File: src/rtl/core/assert_macros.svh
// ----------------------------------------------------------------------------
// assertion macros
// shared concurrent assertion forms, sampled on clk and held off during rst
// ----------------------------------------------------------------------------
`ifndef ASSERT_MACROS_SVH
`define ASSERT_MACROS_SVH

// plain property check
`define SDS_ASSERT(lbl, prop, msg) \
  lbl: assert property (@(posedge clk) disable iff (rst) (prop)) else $error(msg);

// same-cycle implication
`define SDS_ASSERT_IMP(lbl, ante, cons, msg) \
  `SDS_ASSERT(lbl, (ante) |-> (cons), msg)

// next-cycle implication
`define SDS_ASSERT_NXT(lbl, ante, cons, msg) \
  `SDS_ASSERT(lbl, (ante) |=> (cons), msg)

`endif

File: src/rtl/core/sds_pkg.sv
// ----------------------------------------------------------------------------
// sds_pkg
// types and constants of the scan disk scheduler
// ----------------------------------------------------------------------------
package sds_pkg;

  localparam int TRACK_W = 16;
  localparam int SEEK_W  = 17;
  localparam int REG_IDX_W = 2;

  typedef enum logic [REG_IDX_W-1:0] {
    REG_LAST_TRACK = 2'd0,
    REG_HEAD_POS   = 2'd1,
    REG_SWEEP_UP   = 2'd2
  } sds_reg_t;

  typedef enum logic [1:0] {
    CH_HOLD,
    CH_INSERT,
    CH_PUSH,
    CH_POP
  } sds_chain_op_t;

  typedef enum logic [1:0] {
    CELL_HOLD,
    CELL_NEW,
    CELL_LEFT,
    CELL_RIGHT
  } sds_cell_op_t;

  typedef enum logic [2:0] {
    ST_FILL,
    ST_SEEK,
    ST_PART,
    ST_ASC,
    ST_DESC
  } sds_state_t;

  typedef struct packed {
    sds_chain_op_t      op;
    logic [TRACK_W-1:0] data;
  } sds_chain_ctl_t;

  typedef struct packed {
    logic [TRACK_W-1:0] track;
    logic               batch_end;
  } sds_req_t;

  typedef struct packed {
    logic [TRACK_W-1:0] served_track;
    logic [SEEK_W-1:0]  seek_total;
    logic               overflow;
    logic               final_res;
  } sds_res_t;

endpackage

File: src/rtl/core/sds_cell.sv
// ----------------------------------------------------------------------------
// sds_cell
// one storage cell of a track chain: holds, loads, or takes a neighbor value
// ----------------------------------------------------------------------------
module sds_cell (
  input  logic                       clk,
  input  sds_pkg::sds_cell_op_t      op,
  input  logic [sds_pkg::TRACK_W-1:0] left,
  input  logic [sds_pkg::TRACK_W-1:0] right,
  input  logic [sds_pkg::TRACK_W-1:0] fresh,
  output logic [sds_pkg::TRACK_W-1:0] val,
  output logic                       gt
);
  import sds_pkg::*;

  logic [TRACK_W-1:0] val_next;

  assign gt = val > fresh;

  always_comb begin
    unique case (op)
      CELL_HOLD:  val_next = val;
      CELL_NEW:   val_next = fresh;
      CELL_LEFT:  val_next = left;
      CELL_RIGHT: val_next = right;
    endcase
  end

  always_ff @(posedge clk) begin
    val <= val_next;
  end

endmodule

File: src/rtl/core/sds_chain.sv
// ----------------------------------------------------------------------------
// sds_chain
// row of track cells with a fill count; sorted insert, push and pop at cell 0
// ----------------------------------------------------------------------------
`include "assert_macros.svh"

module sds_chain #(
  parameter int DEPTH = 32,
  parameter int CW    = $clog2(DEPTH + 1)
) (
  input  logic                        clk,
  input  logic                        rst,
  input  sds_pkg::sds_chain_ctl_t     ctl,
  output logic [sds_pkg::TRACK_W-1:0] first,
  output logic [CW-1:0]               count
);
  import sds_pkg::*;

  logic [TRACK_W-1:0] vals [DEPTH];
  logic [DEPTH-1:0]   gt;
  logic [CW-1:0]      count_next;

  for (genvar i = 0; i < DEPTH; i++) begin : g_cell
    logic [TRACK_W-1:0] left;
    logic [TRACK_W-1:0] right;
    logic               take_left;
    logic               valid;
    sds_cell_op_t       op;

    if (i == 0) begin : g_first
      assign left      = ctl.data;
      assign take_left = 1'b0;
    end else begin : g_inner
      assign left      = vals[i-1];
      assign take_left = (count > CW'(i - 1)) && gt[i-1];
    end

    if (i == DEPTH - 1) begin : g_last
      assign right = ctl.data;
    end else begin : g_body
      assign right = vals[i+1];
    end

    assign valid = count > CW'(i);

    always_comb begin
      unique case (ctl.op)
        CH_HOLD: op = CELL_HOLD;
        CH_INSERT: begin
          if (take_left) begin
            op = CELL_LEFT;
          end else if ((count == CW'(i)) || (valid && gt[i])) begin
            op = CELL_NEW;
          end else begin
            op = CELL_HOLD;
          end
        end
        CH_PUSH: op = (i == 0) ? CELL_NEW : CELL_LEFT;
        CH_POP:  op = CELL_RIGHT;
      endcase
    end

    sds_cell u_cell (
      .clk   (clk),
      .op    (op),
      .left  (left),
      .right (right),
      .fresh (ctl.data),
      .val   (vals[i]),
      .gt    (gt[i])
    );
  end

  assign first = vals[0];

  always_comb begin
    unique case (ctl.op)
      CH_INSERT, CH_PUSH: count_next = count + CW'(1);
      CH_POP:             count_next = count - CW'(1);
      CH_HOLD:            count_next = count;
    endcase
  end

  always_ff @(posedge clk) begin
    if (rst) begin
      count <= '0;
    end else begin
      count <= count_next;
    end
  end

  `SDS_ASSERT(a_count_range, count <= CW'(DEPTH), "chain count above depth")
  `SDS_ASSERT_IMP(a_pop_nonempty, ctl.op == CH_POP, count != '0, "pop from empty chain")
  `SDS_ASSERT_IMP(a_add_not_full, (ctl.op == CH_INSERT) || (ctl.op == CH_PUSH),
                  count != CW'(DEPTH), "add to full chain")

endmodule

File: src/rtl/core/scan_disk_scheduler_unit.sv
// an accepted request enters the sorting chain in its accept cycle, or is dropped when full;
// after the batch_end request the unit computes the seek total, moves each request
// below the head onto the stack chain, then emits the results, with a turn unless
// every request lies ahead of the head in the sweep direction, and goes back to filling;
// requests at one per cycle while filling; results at one per cycle unless res_stall
// holds them; reset clears the request count and drop flag and loads register defaults
// ----------------------------------------------------------------------------
// scan_disk_scheduler_unit
// scan order scheduler built from a sorting chain and a stack chain
// ----------------------------------------------------------------------------
`include "assert_macros.svh"

module scan_disk_scheduler_unit #(
  parameter int MAX_REQUESTS = 32
) (
  input  logic                          clk,
  input  logic                          rst,
  input  logic                          req_valid,
  output logic                          req_stall,
  input  sds_pkg::sds_req_t             req,
  output logic                          res_valid,
  input  logic                          res_stall,
  output sds_pkg::sds_res_t             res,
  input  logic                          wr_en,
  input  logic [sds_pkg::REG_IDX_W-1:0] wr_index,
  input  logic [sds_pkg::TRACK_W-1:0]   wr_data
);
  import sds_pkg::*;

  localparam int CW = $clog2(MAX_REQUESTS + 1);

  logic [TRACK_W-1:0] last_track;
  logic [TRACK_W-1:0] head_pos;
  logic               sweep_up;

  sds_state_t         state, state_next;
  logic               dropped, dropped_next;
  logic [CW-1:0]      remaining, remaining_next;
  logic [TRACK_W-1:0] max_val, max_next;
  logic [TRACK_W-1:0] head_c, head_c_next;
  logic [SEEK_W-1:0]  seek, seek_next;

  sds_chain_ctl_t     sort_ctl, stack_ctl;
  logic [TRACK_W-1:0] sort_top, stack_top;
  logic [CW-1:0]      sort_count, stack_count;

  logic               accept, full, emit, emit_ok;
  logic [TRACK_W-1:0] track_c, emit_track, head_lim;
  logic               below, above;

  // register writes
  always_ff @(posedge clk) begin
    if (rst) begin
      last_track <= TRACK_W'(199);
      head_pos   <= '0;
      sweep_up   <= 1'b1;
    end else if (wr_en) begin
      unique case (wr_index)
        REG_LAST_TRACK: last_track <= wr_data;
        REG_HEAD_POS:   head_pos   <= wr_data;
        REG_SWEEP_UP:   sweep_up   <= wr_data[0];
        default: ;
      endcase
    end
  end

  sds_chain #(.DEPTH(MAX_REQUESTS), .CW(CW)) u_sort (
    .clk   (clk),
    .rst   (rst),
    .ctl   (sort_ctl),
    .first (sort_top),
    .count (sort_count)
  );

  sds_chain #(.DEPTH(MAX_REQUESTS), .CW(CW)) u_stack (
    .clk   (clk),
    .rst   (rst),
    .ctl   (stack_ctl),
    .first (stack_top),
    .count (stack_count)
  );

  assign req_stall = state != ST_FILL;
  assign accept    = req_valid && !req_stall;
  assign full      = sort_count == CW'(MAX_REQUESTS);
  assign track_c   = (req.track > last_track) ? last_track : req.track;
  assign head_lim  = (head_pos > last_track) ? last_track : head_pos;
  assign below     = (sort_count != '0) && (sort_top < head_lim);
  assign above     = max_val >= head_lim;
  assign emit_ok   = !res_valid || !res_stall;

  always_comb begin
    state_next     = state;
    dropped_next   = dropped;
    remaining_next = remaining;
    max_next       = max_val;
    head_c_next    = head_c;
    seek_next      = seek;
    sort_ctl.op    = CH_HOLD;
    sort_ctl.data  = track_c;
    stack_ctl.op   = CH_HOLD;
    stack_ctl.data = sort_top;
    emit           = 1'b0;
    emit_track     = sort_top;
    unique case (state)
      ST_FILL: begin
        if (accept) begin
          if (full) begin
            dropped_next = 1'b1;
          end else begin
            sort_ctl.op = CH_INSERT;
            if ((sort_count == '0) || (track_c > max_val)) begin
              max_next = track_c;
            end
          end
          if (req.batch_end) begin
            state_next = ST_SEEK;
          end
        end
      end
      ST_SEEK: begin
        head_c_next    = head_lim;
        remaining_next = sort_count;
        if (sweep_up) begin
          seek_next = SEEK_W'(last_track - head_lim)
                    + (below ? SEEK_W'(last_track - sort_top) : '0);
        end else begin
          seek_next = SEEK_W'(head_lim) + (above ? SEEK_W'(max_val) : '0);
        end
        state_next = ST_PART;
      end
      ST_PART: begin
        if ((sort_count != '0) && (sort_top < head_c)) begin
          sort_ctl.op  = CH_POP;
          stack_ctl.op = CH_PUSH;
        end else begin
          state_next = sweep_up ? ST_ASC : ST_DESC;
        end
      end
      ST_ASC: begin
        if (remaining == '0) begin
          state_next   = ST_FILL;
          dropped_next = 1'b0;
        end else if (sort_count == '0) begin
          state_next = ST_DESC;
        end else if (emit_ok) begin
          emit           = 1'b1;
          sort_ctl.op    = CH_POP;
          remaining_next = remaining - CW'(1);
        end
      end
      ST_DESC: begin
        emit_track = stack_top;
        if (remaining == '0) begin
          state_next   = ST_FILL;
          dropped_next = 1'b0;
        end else if (stack_count == '0) begin
          state_next = ST_ASC;
        end else if (emit_ok) begin
          emit           = 1'b1;
          stack_ctl.op   = CH_POP;
          remaining_next = remaining - CW'(1);
        end
      end
      default: state_next = ST_FILL;
    endcase
  end

  always_ff @(posedge clk) begin
    if (rst) begin
      state     <= ST_FILL;
      dropped   <= 1'b0;
      remaining <= '0;
      res_valid <= 1'b0;
    end else begin
      state     <= state_next;
      dropped   <= dropped_next;
      remaining <= remaining_next;
      if (emit) begin
        res_valid <= 1'b1;
      end else if (!res_stall) begin
        res_valid <= 1'b0;
      end
    end
  end

  always_ff @(posedge clk) begin
    max_val <= max_next;
    head_c  <= head_c_next;
    seek    <= seek_next;
    if (emit) begin
      res.served_track <= emit_track;
      res.seek_total   <= seek;
      res.overflow     <= dropped;
      res.final_res    <= remaining == CW'(1);
    end
  end

  `SDS_ASSERT_NXT(a_final_drains, emit && (remaining == CW'(1)), remaining == '0,
                  "final result left work behind")
  `SDS_ASSERT(a_empty_on_fill, ((state != ST_FILL) ##1 (state == ST_FILL)) |->
              ((sort_count == '0) && (stack_count == '0)), "chains not empty after batch")
  `SDS_ASSERT_IMP(a_emit_source, emit,
                  ((state == ST_ASC) && (sort_count != '0)) ||
                  ((state == ST_DESC) && (stack_count != '0)), "result from empty chain")

endmodule
File: config.mk
export PLATFORM = sky130hd
export DESIGN_NAME = scan_disk_scheduler_unit
export DESIGN_NICKNAME = d
export VERILOG_FILES = /design/src/rtl/core/sds_pkg.sv /design/src/rtl/core/sds_cell.sv /design/src/rtl/core/sds_chain.sv /design/src/rtl/core/scan_disk_scheduler_unit.sv
export VERILOG_INCLUDE_DIRS = /design/src /design/src/rtl/core
export SDC_FILE = /design/constraint.sdc
export NUM_CORES = 2
export LEC_CHECK = 0
export ABC_AREA = 0
export BUFFER_PORTS_ARGS = -buffer_cell sky130_fd_sc_hd__buf_2
export CAP_MARGIN = 20
export CORE_ASPECT_RATIO = 1.75
export CORE_MARGIN = 4
export CORE_UTILIZATION = 50
export DETAILED_ROUTE_END_ITERATION = 10
export PLACE_DENSITY = 0.65
export SETUP_SLACK_MARGIN = 0.05
export SYNTH_ARGS = -nofsm -noshare
export SYNTH_HDL_FRONTEND = slang
export SYNTH_SLANG_ARGS = --single-unit
File: constraint.sdc
create_clock -name clk -period 18.17 [get_ports clk]
set_input_delay 2.7255 -clock clk [delete_from_list [all_inputs] [get_ports clk]]
set_output_delay 2.7255 -clock clk [all_outputs]
set_load 0.03 [all_outputs]
==> results.md <==
* Status: finished clean
* Share of the yosys chip area belonging to registers at 0.506
* Sum of negative setup slack at 0 ns
* Terminus of the critical flop-to-flop path: seek[16]
* Overall die width at 287 um
* Port bufs at 76
* # rows at 178
* Skew-Pair Late Insertion Delay at 0.77 ns
* Number of synthesized flops with an enable pin at 1,108
* GRT overflow at 0
* CP Class: register to register
* Compound-cell area share of the yosys netlist at 0.246
* H-tree depth at 3
* First-pass GRT wire length at 340,000 um
* CTS tree: built
* Syn avg cell area at 11.7 um2
* Dpl ws at 8.25 ns
* DRC Markers at 0
* Synth area leader: edfxtp_1
* Setup-failing EPs final at 0
* Total Power at 7.30 mW
* Post-Syn Area at 68,000 um2
* Mapped Cells at 5,821
* Leakage at 26.9 nW
* Reg-to-reg slack, setup at 8.78 ns
* Hold path startpoint: seek[14]
* Comb power frac at 0.216
* Post-synthesis mux area share at 0.00653
* Seq cells post-synth at 1,164
* Worst setup margin at 8.78 ns
* P_sw at 2.18 mW
* # fillers at 11,400
* CP arrival at 9.97 ns
* Max_slew headroom at 0.273
* Area grow syn2layout at 9.28%
* Crit path top cell by count: a21o_1
* Fin crit share at 0.517
* Post-synthesis async set-or-reset flop share at 0
* Net switching share of the total power at 0.298
* Required time of the worst setup path at 18.76 ns
* Ports at 77
* Slowest CP cell: nand2_1
* Most frequent cells in the layout: edfxtp_1, ha_1, o21ai_0
* RSZ-0062 raised after global routing: false
* Simple-Gate Fraction of Synth Area at 0.0751
* GRT Total Usage at 0.319
* Adder-Cell Fraction of Synth Area at 0.126
* Seq pwr share at 0.444
* Post-Syn Nets at 6,536
* Largest vdd supply drop at 99.6 uV
* Synth warnings at 0
* Clk sinks at 1,164
* Crit path to: seek[16]
* Initial antenna violation count at 22
* Slew Viols, Final at 0
* Largest net degree at the start of global routing at 217
* Detailed Route WL at 234,000 um
* Synth Flop Type: edfxtp_1
* Drt via density at 7.02
* Power Internal at 5.13 mW
* Vias at 53,600
* Proportion of layout cells with a drive suffix above 1 at 0.0939
* MaxCap Viol Count at 0
* Core area at 135,000 um2
* Synth top area share at 0.489
* DRT iter0 DRCs at 6,482
* CP Launch Type: register
* Clock root cell: clkbuf_16
* Routed WL per cell at 30.7 um
* Critical Path Source: last_track[11]
* # hold bufs at CTS at 0
* Initial core utilization at 0.505
* Vias in the first global route at 52,000
* Post-CTS Setup Inserts at 0
* Post-synthesis cell type count at 87
* P per Cell Area at 98.2 nW/um2
* Post-CTS sizing at 0
* Multi-input gate area at 31,500 um2
* Die area at 142,000 um2
* Synth area leaders: edfxtp_1, ha_1, a221o_1
* XOR/XNOR share of the synthesized area at 0.00509
* Hold Path Class: register to register
* Die extent in y at 496 um
* Fmax at 0.107 GHz
* Clock power frac at 0.340
* Min Tclk post-route at 9.39 ns
* Critical Path Max Stage Delay at 0.78 ns
* Reg2reg path depth at 35
* Max Root-Sink Buffers at 3
* Hpwl dp at 167,000 um
* Initial DRT Pass Iterations at 7
* Hold Vio Cnt, Final at 0
* Worst setup EP type: register
* GP Congestion at 0.993
* Num CTS Buffers at 111
* Critical path fanouts, max at 31
* Antenna-violating nets left at 0
* Largest family of logic cells by synthesized area: compound AO/OA/AOI/OAI gates
* Commonest non-fill, non-tap cell in the layout: edfxtp_1
* Clock transition at path regs at 0.06 ns
* # nets final at 6,444
* Skew final at 0.0681 ns
* Worst R2R Start: last_track[11]
* Actual slew at the worst max-slew pin at 1.09 ns
* Storage cell area at 34,400 um2
## synthesized netlist by cell type, types with 15 or more instances
| master | instances |
|---|---|
| buf_2 | 73 |
| and3_1 | 18 |
| a22oi_1 | 243 |
| a21o_1 | 152 |
| nand2_1 | 315 |
| ha_1 | 660 |
| a32oi_1 | 114 |
| dfxtp_1 | 56 |
| a31oi_1 | 27 |
| nor3_1 | 44 |
| and2_1 | 74 |
| o21bai_1 | 16 |
| nand4_1 | 124 |
| inv_1 | 192 |
| nand3_1 | 45 |
| o21ai_0 | 561 |
| o31ai_1 | 59 |
| nor2_1 | 176 |
| xor2_1 | 15 |
| edfxtp_1 | 1108 |
| clkbuf_1 | 344 |
| nor2b_1 | 60 |
| xnor2_1 | 22 |
| or2_2 | 45 |
| o21a_1 | 164 |
| fa_1 | 15 |
| o221ai_1 | 35 |
| mux2_2 | 23 |
| mux2i_1 | 17 |
| o211ai_1 | 55 |
| a211oi_1 | 25 |
| a221o_1 | 533 |
| nand2b_1 | 42 |
| a21oi_1 | 198 |
## how the worst min path moves through the flow
stage	cells past startpoint	end
2_1_floorplan	0	res[10]
3_3_place_gp	0	res[14]
3_5_place_dp	0	res[16]
4_1_cts	0	res[3]
5_1_grt	0	res[3]
6_report	0	res[16]
## final cells by class
class / count / share of cell area
inverters: 193 / 0.00974
repair buffers: 222 / 0.0212
clock inverters: 74 / 0.0118
clock buffers: 136 / 0.0400
diodes: 17 / 0.000572
well taps: 1800 / 0.0303
flip-flops and latches: 1164 / 0.463
multi-input cells: 4037 / 0.424
## flip-flops by register name (all words and copies together) (netlist names), 16 cells and up
| name | count |
|---|---|
| last_track | 16 |
| head_pos | 16 |
| u_sort.g_cell.u_cell.val | 512 |
| head_c | 16 |
| seek | 17 |
| u_stack.g_cell.u_cell.val | 512 |
| res | 35 |
| max_val | 16 |
## worst max-delay path, delay by kind of cell (launching register included)
kind	cells	cell delay [ns]
AND/OR/NAND/NOR	9	2.05
AO/OA/AOI/OAI	16	3.75
XOR/XNOR	1	0.39
buffers and inverters	4	0.81
flip-flops	1	0.62
adder cells (fa/ha/maj)	5	1.62
## logic make-up after synthesis
| kind of cell | Yosys count |
|---|---|
| AO/OA/AOI/OAI | 2272 |
| XOR/XNOR | 38 |
| adder cells (fa/ha/maj) | 675 |
| buffers and inverters | 620 |
| flip-flops | 1164 |
| multiplexers | 41 |
| AND/OR/NAND/NOR | 1011 |
## through the flow
step            util  std cells  cell area [um2]  hold slack [ns]
3_3_place_gp   0.522       7410            70400            0.406
6_report       0.552       7643            74300            0.422
5_1_grt        0.552       7638            74300            0.429
3_5_place_dp   0.522       7410            70400            0.405
4_1_cts        0.551       7620            74200            0.423
2_1_floorplan      -       5821            68000            0.400
## power groups by stage
stage | logic [mW] | clock network, mW | registers (mW)
2_1_floorplan | 1.08 | 0 | 3.23
3_3_place_gp | 1.49 | 0 | 3.30
3_5_place_dp | 1.54 | 0 | 3.30
4_1_cts | 1.55 | 2.51 | 3.24
5_1_grt | 1.72 | 2.61 | 3.24
6_report | 1.58 | 2.48 | 3.24
## per-layer routing
metal / vias up / GRT usage / part of all wire
li1: 23400 / - / -
met1: 26200 / 0.352 / 0.34
met2: 2989 / 0.533 / 0.48
met3: 1031 / 0.0540 / 0.075
met4: 6 / 0.274 / 0.10
met5: - / 0 / 0.00017
Note: power is estimated with default switching activity, not from simulation.
